--- src/rtl/twrq_pkg.sv ---
`timescale 1ns / 1ps
package twrq_pkg;

   localparam int CHIP_W      = 3;
   localparam int CHIP_SLOTS  = 8;
   localparam int ADDR_W      = 16;
   localparam int DATA_W      = 8;
   localparam int FIELD_TIME_W = 32;
   localparam int MAX_RESULTS = 32;
   localparam int RESULT_N_W  = 6;
   localparam int RSP_DEPTH   = 4;
   localparam int RSP_PTR_W   = 2;
   localparam int RSP_CNT_W   = 3;

   typedef enum logic [1:0] {
      OP_WRITE   = 2'd0,
      OP_SERVICE = 2'd1,
      OP_CLEAR   = 2'd2,
      OP_RESET   = 2'd3
   } op_type;

   localparam logic [1:0] KIND_WRITE  = 2'd0;
   localparam logic [1:0] KIND_RESET  = 2'd1;
   localparam logic [1:0] KIND_REJECT = 2'd2;

   typedef struct packed {
      op_type                  op;
      logic [CHIP_W-1:0]       chip;
      logic [FIELD_TIME_W-1:0] wtime;
      logic [ADDR_W-1:0]       addr;
      logic [DATA_W-1:0]       data;
      logic [FIELD_TIME_W-1:0] now;
   } cmd_type;

   typedef struct packed {
      logic [1:0]        kind;
      logic [CHIP_W-1:0] chip;
      logic [ADDR_W-1:0] addr;
      logic [DATA_W-1:0] data;
      logic              last;
   } rsp_type;

endpackage

--- src/rtl/twrq_front.sv ---
`timescale 1ns / 1ps
module twrq_front #(
   parameter int NUM_CHIPS = 8
) (
   input  logic              clock,
   input  logic              reset,
   input  logic              push,
   output logic              full,
   input  twrq_pkg::cmd_type cmd_in,
   output logic              cmd_valid,
   output twrq_pkg::cmd_type cmd_out,
   input  logic              cmd_pop
);
   import twrq_pkg::*;

   cmd_type    slot_ff [2];
   logic       rd_ptr_ff, rd_ptr_in;
   logic       wr_ptr_ff, wr_ptr_in;
   logic [1:0] cnt_ff, cnt_in;
   logic       keep;
   logic       do_push;
   logic       do_pop;

   // Items other than service items for a chip that does not exist are taken and dropped here.
   always_comb begin
      keep = (cmd_in.op == OP_SERVICE) ||
             ({26'd0, cmd_in.chip} < NUM_CHIPS[28:0]);
   end

   assign full      = (cnt_ff == 2'd2);
   assign cmd_valid = (cnt_ff != 2'd0);
   assign cmd_out   = slot_ff[rd_ptr_ff];
   assign do_push   = push && !full && keep;
   assign do_pop    = cmd_pop && cmd_valid;

   always_comb begin
      rd_ptr_in = do_pop ? !rd_ptr_ff : rd_ptr_ff;
      wr_ptr_in = do_push ? !wr_ptr_ff : wr_ptr_ff;
      cnt_in    = cnt_ff + {1'b0, do_push} - {1'b0, do_pop};
   end

   always_ff @(posedge clock) begin
      if (reset) begin
         rd_ptr_ff <= 1'b0;
         wr_ptr_ff <= 1'b0;
         cnt_ff    <= 2'd0;
      end else begin
         rd_ptr_ff <= rd_ptr_in;
         wr_ptr_ff <= wr_ptr_in;
         cnt_ff    <= cnt_in;
      end
   end

   always_ff @(posedge clock) begin
      if (do_push) begin
         slot_ff[wr_ptr_ff] <= cmd_in;
      end
   end

endmodule

--- src/rtl/twrq_rsp_fifo.sv ---
`timescale 1ns / 1ps
module twrq_rsp_fifo (
   input  logic              clock,
   input  logic              reset,
   input  logic              push,
   input  twrq_pkg::rsp_type push_data,
   output logic              full,
   output logic              empty,
   output twrq_pkg::rsp_type head,
   input  logic              pop
);
   import twrq_pkg::*;

   rsp_type              slot_ff [RSP_DEPTH];
   logic [RSP_PTR_W-1:0] rd_ptr_ff, rd_ptr_in;
   logic [RSP_PTR_W-1:0] wr_ptr_ff, wr_ptr_in;
   logic [RSP_CNT_W-1:0] cnt_ff, cnt_in;
   logic                 do_push;
   logic                 do_pop;

   assign full    = (cnt_ff == RSP_CNT_W'(RSP_DEPTH));
   assign empty   = (cnt_ff == '0);
   assign head    = slot_ff[rd_ptr_ff];
   assign do_push = push && !full;
   assign do_pop  = pop && !empty;

   always_comb begin
      rd_ptr_in = rd_ptr_ff + RSP_PTR_W'(do_pop);
      wr_ptr_in = wr_ptr_ff + RSP_PTR_W'(do_push);
      cnt_in    = cnt_ff + RSP_CNT_W'(do_push) - RSP_CNT_W'(do_pop);
   end

   always_ff @(posedge clock) begin
      if (reset) begin
         rd_ptr_ff <= '0;
         wr_ptr_ff <= '0;
         cnt_ff    <= '0;
      end else begin
         rd_ptr_ff <= rd_ptr_in;
         wr_ptr_ff <= wr_ptr_in;
         cnt_ff    <= cnt_in;
      end
   end

   always_ff @(posedge clock) begin
      if (do_push) begin
         slot_ff[wr_ptr_ff] <= push_data;
      end
   end

endmodule

--- src/rtl/twrq_back.sv ---
`timescale 1ns / 1ps
module twrq_back #(
   parameter int QUEUE_DEPTH = 32,
   parameter int TIME_BITS   = 32
) (
   input  logic              clock,
   input  logic              reset,
   input  logic              cmd_valid,
   input  twrq_pkg::cmd_type cmd,
   output logic              cmd_pop,
   input  logic              out_full,
   output logic              out_push,
   output twrq_pkg::rsp_type out_data
);
   import twrq_pkg::*;

   localparam int PW = (QUEUE_DEPTH > 1) ? $clog2(QUEUE_DEPTH) : 1;
   localparam int CW = $clog2(QUEUE_DEPTH + 1);

   typedef struct packed {
      logic [CHIP_W-1:0]    chip;
      logic [TIME_BITS-1:0] etime;
      logic [ADDR_W-1:0]    addr;
      logic [DATA_W-1:0]    data;
   } entry_type;

   typedef enum logic [6:0] {
      ST_IDLE = 7'b0000001,
      ST_DRD  = 7'b0000010,
      ST_DEV  = 7'b0000100,
      ST_DFIN = 7'b0001000,
      ST_CRD  = 7'b0010000,
      ST_CEV  = 7'b0100000,
      ST_CFIN = 7'b1000000
   } state_type;

   function automatic logic [PW-1:0] ptr_add(input logic [PW-1:0] a, input logic [CW-1:0] b);
      logic [CW:0] sum;
      sum = {{(CW+1-PW){1'b0}}, a} + {1'b0, b};
      if (sum >= (CW+1)'(QUEUE_DEPTH)) begin
         sum = sum - (CW+1)'(QUEUE_DEPTH);
      end
      return sum[PW-1:0];
   endfunction

   entry_type mem [QUEUE_DEPTH];
   entry_type rd_data_ff;
   logic [PW-1:0] rd_addr;
   logic          mem_we;
   logic [PW-1:0] wr_addr;
   entry_type     wr_entry;

   state_type           state_ff, state_in;
   logic [PW-1:0]       head_ff, head_in;
   logic [CW-1:0]       count_ff, count_in;
   logic [CW-1:0]       pend_ff [CHIP_SLOTS];
   logic [CW-1:0]       pend_in [CHIP_SLOTS];
   cmd_type             cur_ff, cur_in;
   logic [RESULT_N_W-1:0] n_ff, n_in;
   entry_type           held_ff, held_in;
   logic                held_v_ff, held_v_in;
   logic [CW-1:0]       r_ff, r_in;
   logic [CW-1:0]       w_ff, w_in;
   logic [TIME_BITS-1:0] cmd_wt;
   logic [TIME_BITS-1:0] cmd_now;
   logic [TIME_BITS-1:0] cur_now;

   assign cmd_wt  = TIME_BITS'(cmd.wtime);
   assign cmd_now = TIME_BITS'(cmd.now);
   assign cur_now = TIME_BITS'(cur_ff.now);
   assign rd_addr = (state_ff == ST_CRD) ? ptr_add(head_ff, r_ff) : head_ff;

   always_comb begin
      state_in  = state_ff;
      head_in   = head_ff;
      count_in  = count_ff;
      pend_in   = pend_ff;
      cur_in    = cur_ff;
      n_in      = n_ff;
      held_in   = held_ff;
      held_v_in = held_v_ff;
      r_in      = r_ff;
      w_in      = w_ff;
      cmd_pop   = 1'b0;
      out_push  = 1'b0;
      out_data  = '0;
      mem_we    = 1'b0;
      wr_addr   = ptr_add(head_ff, count_ff);
      wr_entry  = '{chip: cmd.chip, etime: cmd_wt, addr: cmd.addr, data: cmd.data};
      case (state_ff)
         ST_IDLE: begin
            if (cmd_valid && !out_full) begin
               cmd_pop = 1'b1;
               cur_in  = cmd;
               case (cmd.op)
                  OP_WRITE: begin
                     if (pend_ff[cmd.chip] == '0 && cmd_wt < cmd_now) begin
                        out_push = 1'b1;
                        out_data = '{kind: KIND_WRITE, chip: cmd.chip, addr: cmd.addr,
                                     data: cmd.data, last: 1'b1};
                     end else if (count_ff == CW'(QUEUE_DEPTH)) begin
                        out_push = 1'b1;
                        out_data = '{kind: KIND_REJECT, chip: cmd.chip, addr: cmd.addr,
                                     data: cmd.data, last: 1'b1};
                     end else begin
                        mem_we             = 1'b1;
                        count_in           = count_ff + 1'b1;
                        pend_in[cmd.chip]  = pend_ff[cmd.chip] + 1'b1;
                     end
                  end
                  OP_SERVICE: begin
                     n_in      = '0;
                     held_v_in = 1'b0;
                     if (count_ff != '0) begin
                        state_in = ST_DRD;
                     end
                  end
                  default: begin
                     r_in     = '0;
                     w_in     = '0;
                     state_in = (count_ff != '0) ? ST_CRD : ST_CFIN;
                  end
               endcase
            end
         end
         ST_DRD: begin
            state_in = ST_DEV;
         end
         ST_DEV: begin
            if (rd_data_ff.etime <= cur_now) begin
               if (!(held_v_ff && out_full)) begin
                  if (held_v_ff) begin
                     out_push = 1'b1;
                     out_data = '{kind: KIND_WRITE, chip: held_ff.chip, addr: held_ff.addr,
                                  data: held_ff.data, last: 1'b0};
                  end
                  head_in   = ptr_add(head_ff, CW'(1));
                  count_in  = count_ff - 1'b1;
                  if (pend_ff[rd_data_ff.chip] != '0) begin
                     pend_in[rd_data_ff.chip] = pend_ff[rd_data_ff.chip] - 1'b1;
                  end
                  n_in      = n_ff + 1'b1;
                  held_in   = rd_data_ff;
                  held_v_in = 1'b1;
                  if (count_ff == CW'(1) || n_ff == RESULT_N_W'(MAX_RESULTS - 1)) begin
                     state_in = ST_DFIN;
                  end else begin
                     state_in = ST_DRD;
                  end
               end
            end else begin
               state_in = held_v_ff ? ST_DFIN : ST_IDLE;
            end
         end
         ST_DFIN: begin
            if (!out_full) begin
               out_push = 1'b1;
               out_data = '{kind: KIND_WRITE, chip: held_ff.chip, addr: held_ff.addr,
                            data: held_ff.data, last: 1'b1};
               state_in = ST_IDLE;
            end
         end
         ST_CRD: begin
            state_in = ST_CEV;
         end
         ST_CEV: begin
            if (rd_data_ff.chip != cur_ff.chip) begin
               mem_we   = 1'b1;
               wr_addr  = ptr_add(head_ff, w_ff);
               wr_entry = rd_data_ff;
               w_in     = w_ff + 1'b1;
            end
            r_in     = r_ff + 1'b1;
            state_in = (r_ff + 1'b1 == count_ff) ? ST_CFIN : ST_CRD;
         end
         ST_CFIN: begin
            if (!(cur_ff.op == OP_RESET && out_full)) begin
               if (cur_ff.op == OP_RESET) begin
                  out_push = 1'b1;
                  out_data = '{kind: KIND_RESET, chip: cur_ff.chip, addr: '0,
                               data: '0, last: 1'b1};
               end
               count_in              = w_ff;
               pend_in[cur_ff.chip]  = '0;
               state_in              = ST_IDLE;
            end
         end
         default: begin
            state_in = ST_IDLE;
         end
      endcase
   end

   always_ff @(posedge clock) begin
      if (reset) begin
         state_ff  <= ST_IDLE;
         head_ff   <= '0;
         count_ff  <= '0;
         pend_ff   <= '{default: '0};
         held_v_ff <= 1'b0;
      end else begin
         state_ff  <= state_in;
         head_ff   <= head_in;
         count_ff  <= count_in;
         pend_ff   <= pend_in;
         held_v_ff <= held_v_in;
      end
   end

   always_ff @(posedge clock) begin
      cur_ff  <= cur_in;
      n_ff    <= n_in;
      held_ff <= held_in;
      r_ff    <= r_in;
      w_ff    <= w_in;
   end

   always_ff @(posedge clock) begin
      if (mem_we) begin
         mem[wr_addr] <= wr_entry;
      end
      rd_data_ff <= mem[rd_addr];
   end

endmodule

--- src/rtl/timed_register_write_queue_top.sv ---
`timescale 1ns / 1ps
// A write that passes straight through or is rejected has its result pushed to the result
// queue by the back end once it leaves the command buffer; a queued write gives no result.
// A service item drains entries one at a time, and a clear or chip reset reads each queued
// entry in turn, as set by the single read port of the entry memory. A full result queue
// holds up the back end for as long as it stays full.
// Reset is synchronous, active high; it empties all three queues and zeroes pending counts.
module timed_register_write_queue_top #(
   parameter int QUEUE_DEPTH = 32,
   parameter int NUM_CHIPS   = 8,
   parameter int TIME_BITS   = 32
) (
   input  logic        clock,
   input  logic        reset,
   input  logic        push,
   output logic        full,
   input  logic [1:0]  req_mode,
   input  logic [2:0]  req_chip_id,
   input  logic [31:0] req_write_time,
   input  logic [15:0] req_reg_addr,
   input  logic [7:0]  req_reg_data,
   input  logic [31:0] req_current_time,
   output logic        empty,
   input  logic        pop,
   output logic [1:0]  rsp_kind,
   output logic [2:0]  rsp_out_chip,
   output logic [15:0] rsp_out_addr,
   output logic [7:0]  rsp_out_data,
   output logic        rsp_last
);
   import twrq_pkg::*;

   cmd_type req_cmd;
   cmd_type cmd;
   logic    cmd_valid;
   logic    cmd_pop;
   logic    out_full;
   logic    out_push;
   rsp_type out_data;
   rsp_type rsp_head;

   assign req_cmd = '{op: op_type'(req_mode), chip: req_chip_id, wtime: req_write_time,
                      addr: req_reg_addr, data: req_reg_data, now: req_current_time};

   twrq_front #(.NUM_CHIPS(NUM_CHIPS)) u_front (
      .clock(clock), .reset(reset), .push(push), .full(full), .cmd_in(req_cmd),
      .cmd_valid(cmd_valid), .cmd_out(cmd), .cmd_pop(cmd_pop)
   );

   twrq_back #(.QUEUE_DEPTH(QUEUE_DEPTH), .TIME_BITS(TIME_BITS)) u_back (
      .clock(clock), .reset(reset), .cmd_valid(cmd_valid), .cmd(cmd), .cmd_pop(cmd_pop),
      .out_full(out_full), .out_push(out_push), .out_data(out_data)
   );

   twrq_rsp_fifo u_rsp (
      .clock(clock), .reset(reset), .push(out_push), .push_data(out_data),
      .full(out_full), .empty(empty), .head(rsp_head), .pop(pop)
   );

   assign rsp_kind     = rsp_head.kind;
   assign rsp_out_chip = rsp_head.chip;
   assign rsp_out_addr = rsp_head.addr;
   assign rsp_out_data = rsp_head.data;
   assign rsp_last     = rsp_head.last;

endmodule
--- config.mk ---
export PLATFORM = sky130hd
export DESIGN_NAME = timed_register_write_queue_top
export DESIGN_NICKNAME = d
export VERILOG_FILES = /design/src/rtl/twrq_pkg.sv /design/src/rtl/twrq_front.sv /design/src/rtl/twrq_rsp_fifo.sv /design/src/rtl/twrq_back.sv /design/src/rtl/timed_register_write_queue_top.sv
export SDC_FILE = /design/constraint.sdc
export NUM_CORES = 2
export LEC_CHECK = 0
export BUFFER_PORTS_ARGS = -buffer_cell sky130_fd_sc_hd__clkbuf_2
export CAP_MARGIN = 20
export CELL_PAD_IN_SITES_DETAIL_PLACEMENT = 1
export CELL_PAD_IN_SITES_GLOBAL_PLACEMENT = 2
export CORE_MARGIN = 3
export CORE_UTILIZATION = 49
export DETAILED_ROUTE_END_ITERATION = 10
export HOLD_SLACK_MARGIN = 0.08
export PLACE_DENSITY_LB_ADDON = 0.1
export SYNTH_ARGS = -nofsm -noshare
export SYNTH_HDL_FRONTEND = slang
export SYNTH_SLANG_ARGS = --single-unit
--- constraint.sdc ---
create_clock -name clock -period 24.4 [get_ports clock]
set_input_delay 2.44 -clock clock [delete_from_list [all_inputs] [get_ports clock]]
set_output_delay 2.44 -clock clock [all_outputs]
set_load 0.02 [all_outputs]
# Word-level counts from Yosys, hierarchy flattened

Memories as Yosys holds them, arrays and structs flattened. A register that Yosys moved wholly into a read port is not among the register bits.
Cells that the tools add are included.

$add $sub $neg: 21
$lt $le $gt $ge: 12
Eq/ne operators: 31
Muxes and demuxes: 106
Bitwise gates (word level): 6
Reductions and logical operators: 35

Operators by type and width:

| cell                                                                  | number |
|---|---|
| 48-bit two-way mux                                                    | 8 |
| 30-bit two-way mux                                                    | 7 |
| 48-bit one-hot mux with 3 select lines                                | 1 |
| 6-bit two-way mux                                                     | 21 |
| 30-bit one-hot mux with 4 select lines                                | 1 |
| 59-bit two-way mux                                                    | 2 |
| 48-bit bitwise mux                                                    | 2 |
| 28-bit two-way mux                                                    | 2 |
| 7-bit two-way mux                                                     | 8 |
| 6-bit demux with 3-bit select                                         | 3 |
| 7-bit one-hot mux with 7 select lines                                 | 1 |
| 48-bit AND                                                            | 1 |
| 48-bit NOT                                                            | 1 |
| 6-bit binary-select mux with 3-bit select                             | 2 |
| 6-bit one-hot mux with 2 select lines                                 | 3 |
| 5-bit two-way mux                                                     | 7 |
| 32-bit less-or-equal comparator                                       | 1 |
| 32-bit < comparator                                                   | 1 |
| 6-bit by 1-bit adder with 6-bit output, second input constant         | 5 |
| 1-bit two-way mux                                                     | 29 |
| 29-bit two-way mux                                                    | 1 |
| 5-bit by 6-bit adder with 7-bit output                                | 3 |
| 7-bit by 6-bit >= comparator with 1-bit output, second input constant | 3 |
| 5-bit by 1-bit subtractor with 5-bit output, second input constant    | 4 |
| 53 further kinds                                                      | 94 |

Bits in registers: 160
RAM bits: 2,194
Input port bits: 97
Output and inout port bits: 32
Logic and storage cells: 241
Memories kept: 3

Memories:

| name            | depth | bits a word | rd ports | clocked after Yosys merged registers in | write ports | line                | source |
|---|---|---|---|---|---|---|---|
| u_back.mem      | 32    | 59          | 1        | 1                                       | 1           | twrq_back.sv:46     | `entry_type mem [QUEUE_DEPTH];` |
| u_front.slot_ff | 2     | 93          | 1        | 1                                       | 1           | twrq_front.sv:16    | `cmd_type slot_ff [2];` |
| u_rsp.slot_ff   | 4     | 30          | 1        | 1                                       | 1           | twrq_rsp_fifo.sv:14 | `rsp_type slot_ff [RSP_DEPTH];` |

# Depth between registers and ports, before layout

Depth in word-level cells: 13
Mapped depth: 22
Gate-level depth less buffers: 19

# Hierarchy

Synthesis repeated with hierarchy kept, for this count alone.

Cells, all modules: 6,541
Area, all modules: 96,356.2 µm²

By module, submodules not included:

| module        | instances | cells an instance | area each (µm²) | sequential area each (µm²) |
|---|---|---|---|---|
| twrq_back     | 1         | 6,034             | 84,688.7        | 61,679.2 |
| twrq_front    | 1         | 315               | 6,964.2         | 5,685.5 |
| twrq_rsp_fifo | 1         | 192               | 4,703.3         | 3,743.6 |

# Least setup slack after synthesis

OpenSTA, ideal clock, no wires.

Path kind: flip-flop to flip-flop
Start point: register with a tool-made name
End point: memory u_rsp.slot_ff[1][0] (netlist bit), enable pin
Library setup time: 503 ps
Data arrival time: 7,292 ps
Data required time: 23,897 ps
Slack: 16,605 ps
Stages on the path, launching flop included: 17
Path buffers: 5
Clock period less this slack: 7,795 ps
Cell sequence: dfxtp_1 buf_2 buf_1 buf_1 clkbuf_1 buf_1 mux2i_1 ha_1 a211o_1 a31o_2 a221o_1 nand3_1 nand3_1 nor3_1 o21bai_1 and3_1 nor4b_1

RTL lines:

| element       | line |
|---|---|
| end, declared | twrq_rsp_fifo.sv:14 |

==> run metrics <==
global-route wire length before repair 443 mm; Syn Nets 7487; Unique masters post-synth 73; Reg2Reg Setup Slack 16.65 ns; kind of end point of the critical path register; # rows 163; CP Cell Sequence mux2i_4 > inv_1 > a32oi_1 > o211ai_1 > ha_1 > nand4b_1 > a21oi_1 > nand3_1 > nor3_1 > buf_4 > o31ai_1 > nand2_1 > nor2_4 > buf_4; fin crit period 7.75 ns; startpoint types register; crit-path max FO 39; Max Cap Viol 0; met2 usage 47.5%; post-synthesis register bit count 2414; LEAKAGE 37.0 nW; Main synth FF type edfxtp_1; # DRC 0; P&R area growth vs syn 12.8%; Die ar. 205000 sq um; CP dominant cell by count buf_4; syn avg cell area 13.4 sq um; worst-margin pin slew 1.16 ns; largest net degree at the start of global routing 176; total gr overflow 0; die height 453 um; met1 usage 40.5%; met3 usage 3.58%; Critical Path AT 8.24 ns; H-tree depth 5; mux share of post-synthesis cell area 2.37%; clk root buf clkbuf_16; port bufs 128; fraction of layout cells with a size suffix above 1 11.4%; hold-critical path depth 0; DRT Pass-1 Iters 8; Placement Setup Slack 16.67 ns; Slew headroom 22.1%; Peak VDD IR 72.2 uV; initial antenna violation count 9; drt wl/cell 29.7 um; core area 198000 sq um; RSZ-0062 raised after global routing no; Fin. Hold Viols 0; largest family of logic cells by synthesized area simple AND/OR/NAND/NOR gates; Fillers 19100; Final Worst Setup Slack 16.65 ns; count of cells resized by post-cts repair 0; cell taking the most area after synthesis edfxtp_1; largest cells by area after synthesis edfxtp_1, nand2_1, a311oi_1; Syn Std Cell Area 97800 sq um; TritonCTS clock tree yes; Vias per Instance 6.18; Tcrit/Tclk final 31.8%; Setup Viol. Count Final 0; Routed Antenna Nets 0; most frequent cells in the layout edfxtp_1, nand2_1, nand3_1; Compound-Gate Fraction of Synth Area 6.79%; simple-gate share of the synthesized area 13.9%; total power 11.0 mW; Setup CP Type register to register; Max Fclk 129 MHz; clk buf depth 4; total track usage 29.1%; Detailed Route WL 303 mm; Slew Viols, Final 0; R2R depth 14; warnings from Yosys 0; asr flop ratio synth 0%; GPL Wtd Cong 0.900; worst hold start u_back.rd_data_ff[19]; clk slew on worst S/H paths 0.06 ns; Horiz. Die Dim 453 um; register area share after synthesis 72.7%; initial core utilization 49.4%; top cell type's share of synthesized area 69.9%; io pins 129; FF-to-FF End u_back.mem[11][50]; setup tns final 0 ns; nets@finish 7586; Post-Synth Adder-Cell Area 1.26%; hold buffers post-CTS 0; via count 63200; most common cell after layout, fill and taps aside edfxtp_1; clk sink count 2414; GR peak layer met2; vias in the first global route 64700; slowest cell on the critical path nor2_4; Gate Count Post-Synth 7294; Max stage delay on crit path 1.01 ns; Post-CTS Setup Repair Bufs 0; Post-Synth XOR/XNOR Area 0.475%; clk_lat worst skew 0.91 ns; initial drt markers 6364; clk_skew 0.0504 ns; Hold Path Class register to register; Critical Path RT 24.90 ns; Hold EP u_back.held_ff[19]; total CTS buffers 278; Post-synth EDFFs 2276; post-DP HPWL 173 mm; PwrDens 99.4 nW/um^2; status finished, final reports clean
==> flip-flops by register name, summed over array words and instances, names as in the netlist, named ones only <==
name               cells
u_back.count_ff        6
u_back.r_ff            6
u_front.rd_ptr_ff      1
u_back.rd_data_ff     59
u_back.head_ff         5
u_front.wr_ptr_ff      1
u_rsp.slot_ff        120
u_back.held_ff        27
u_rsp.cnt_ff           3
u_rsp.wr_ptr_ff        2
u_back.state_ff        7
u_back.cur_now        32
u_back.held_v_ff       1
u_front.cnt_ff         2
u_back.mem          1888
u_front.slot_ff      186
u_back.n_ff            6
u_back.w_ff            6
u_back.cur_ff          5
u_rsp.rd_ptr_ff        2
==> layer usage <==
metal	vias up	share of wire (%)
li1	27600	-
met3	530	5.7
met5	-	0
met1	33000	42
met2	2152	48
met4	0	3.6
==> final cells by class <==
class                           instances  area, sq um  share of cell area, %
Tap cell                             2640         3300                   2.99
Clock inverter                         88          633                  0.574
Timing Repair Buffer                  295         2150                   1.95
Inverter                              105          394                  0.357
Clock buffer                          386         7720                   7.00
Sequential cell                      2414        71100                   64.5
Multi-Input combinational cell       4299        25000                   22.7
Antenna cell                            2         5.00                0.00454
==> worst max path at each step <==
stage / from / cells past startpoint / slack, ns / to
floorplan: register / 16 / 16.60 / u_rsp.slot_ff[1][0]
global placement: register / 12 / 16.59 / u_back.mem[11][46]
detailed placement: register / 14 / 16.67 / u_back.mem[11][52]
CTS: register / 14 / 16.60 / u_back.mem[11][50]
global route: register / 14 / 16.36 / u_back.mem[11][50]
finish: register / 14 / 16.65 / u_back.mem[11][50]
==> cell families (layout without fill, tap and decap cells) <==
group	Yosys count	after routing
adders and majority gates	96	96
buffers and inverters	581	874
xor gates and xnor gates	53	53
and+or+nand+nor	3145	3145
muxes	177	177
DFF	2414	2414
AOI/OAI and AO/OA	828	828
other	0	2
==> worst max-delay path, delay by kind of cell (launching register included) <==
| kind | cells | cell delay, ns |
|---|---|---|
| mux | 1 | 0.79 |
| fa+ha+maj | 1 | 0.35 |
| simple gates | 5 | 2.32 |
| compound gates | 4 | 1.29 |
| buf+inv | 3 | 1.68 |
| flops | 1 | 0.80 |
==> synthesized netlist by cell type, drive strengths merged, types with 5 or more instances <==
library cell / count
a211oi: 45
a21o: 14
a21oi: 102
a221o: 10
a221oi: 6
a222oi: 20
a22oi: 11
a311oi: 473
a31oi: 6
a32oi: 5
and2: 7
and3: 248
buf: 198
clkbuf: 278
dfxtp: 138
edfxtp: 2276
ha: 92
inv: 105
mux2: 68
mux2i: 73
mux4: 36
nand2: 2001
nand2b: 10
nand3: 505
nand4: 18
nor2: 180
nor2b: 8
nor3: 47
nor3b: 14
nor4: 74
o211ai: 5
o21ai: 38
o21ba: 7
o221ai: 7
o22ai: 10
o2bb2ai: 24
o31ai: 6
o32ai: 10
or3: 6
xnor2: 31
xor2: 22
==> where the power goes <==
part           leakage, nW  total (mW)  internal [mW]  switching (mW)
sequential            21.5        5.16           5.03           0.129
combinational         11.5        1.90          0.520            1.38
clock                 4.08        3.90           2.28            1.62
total                 37.0        11.0           7.83            3.13
==> metrics by stage <==
step                instances  instance area (sq um)  utilization [%]  hold WS [ns]
floorplan                7294                  97800                -         0.406
global placement         9739                 102000             51.4         0.416
detailed placement       9745                 102000             51.5         0.420
CTS                     10200                 110000             55.7         0.433
global route            10200                 110000             55.8         0.444
finish                  10200                 110000             55.8         0.434
(Power assumes the default switching activity.)
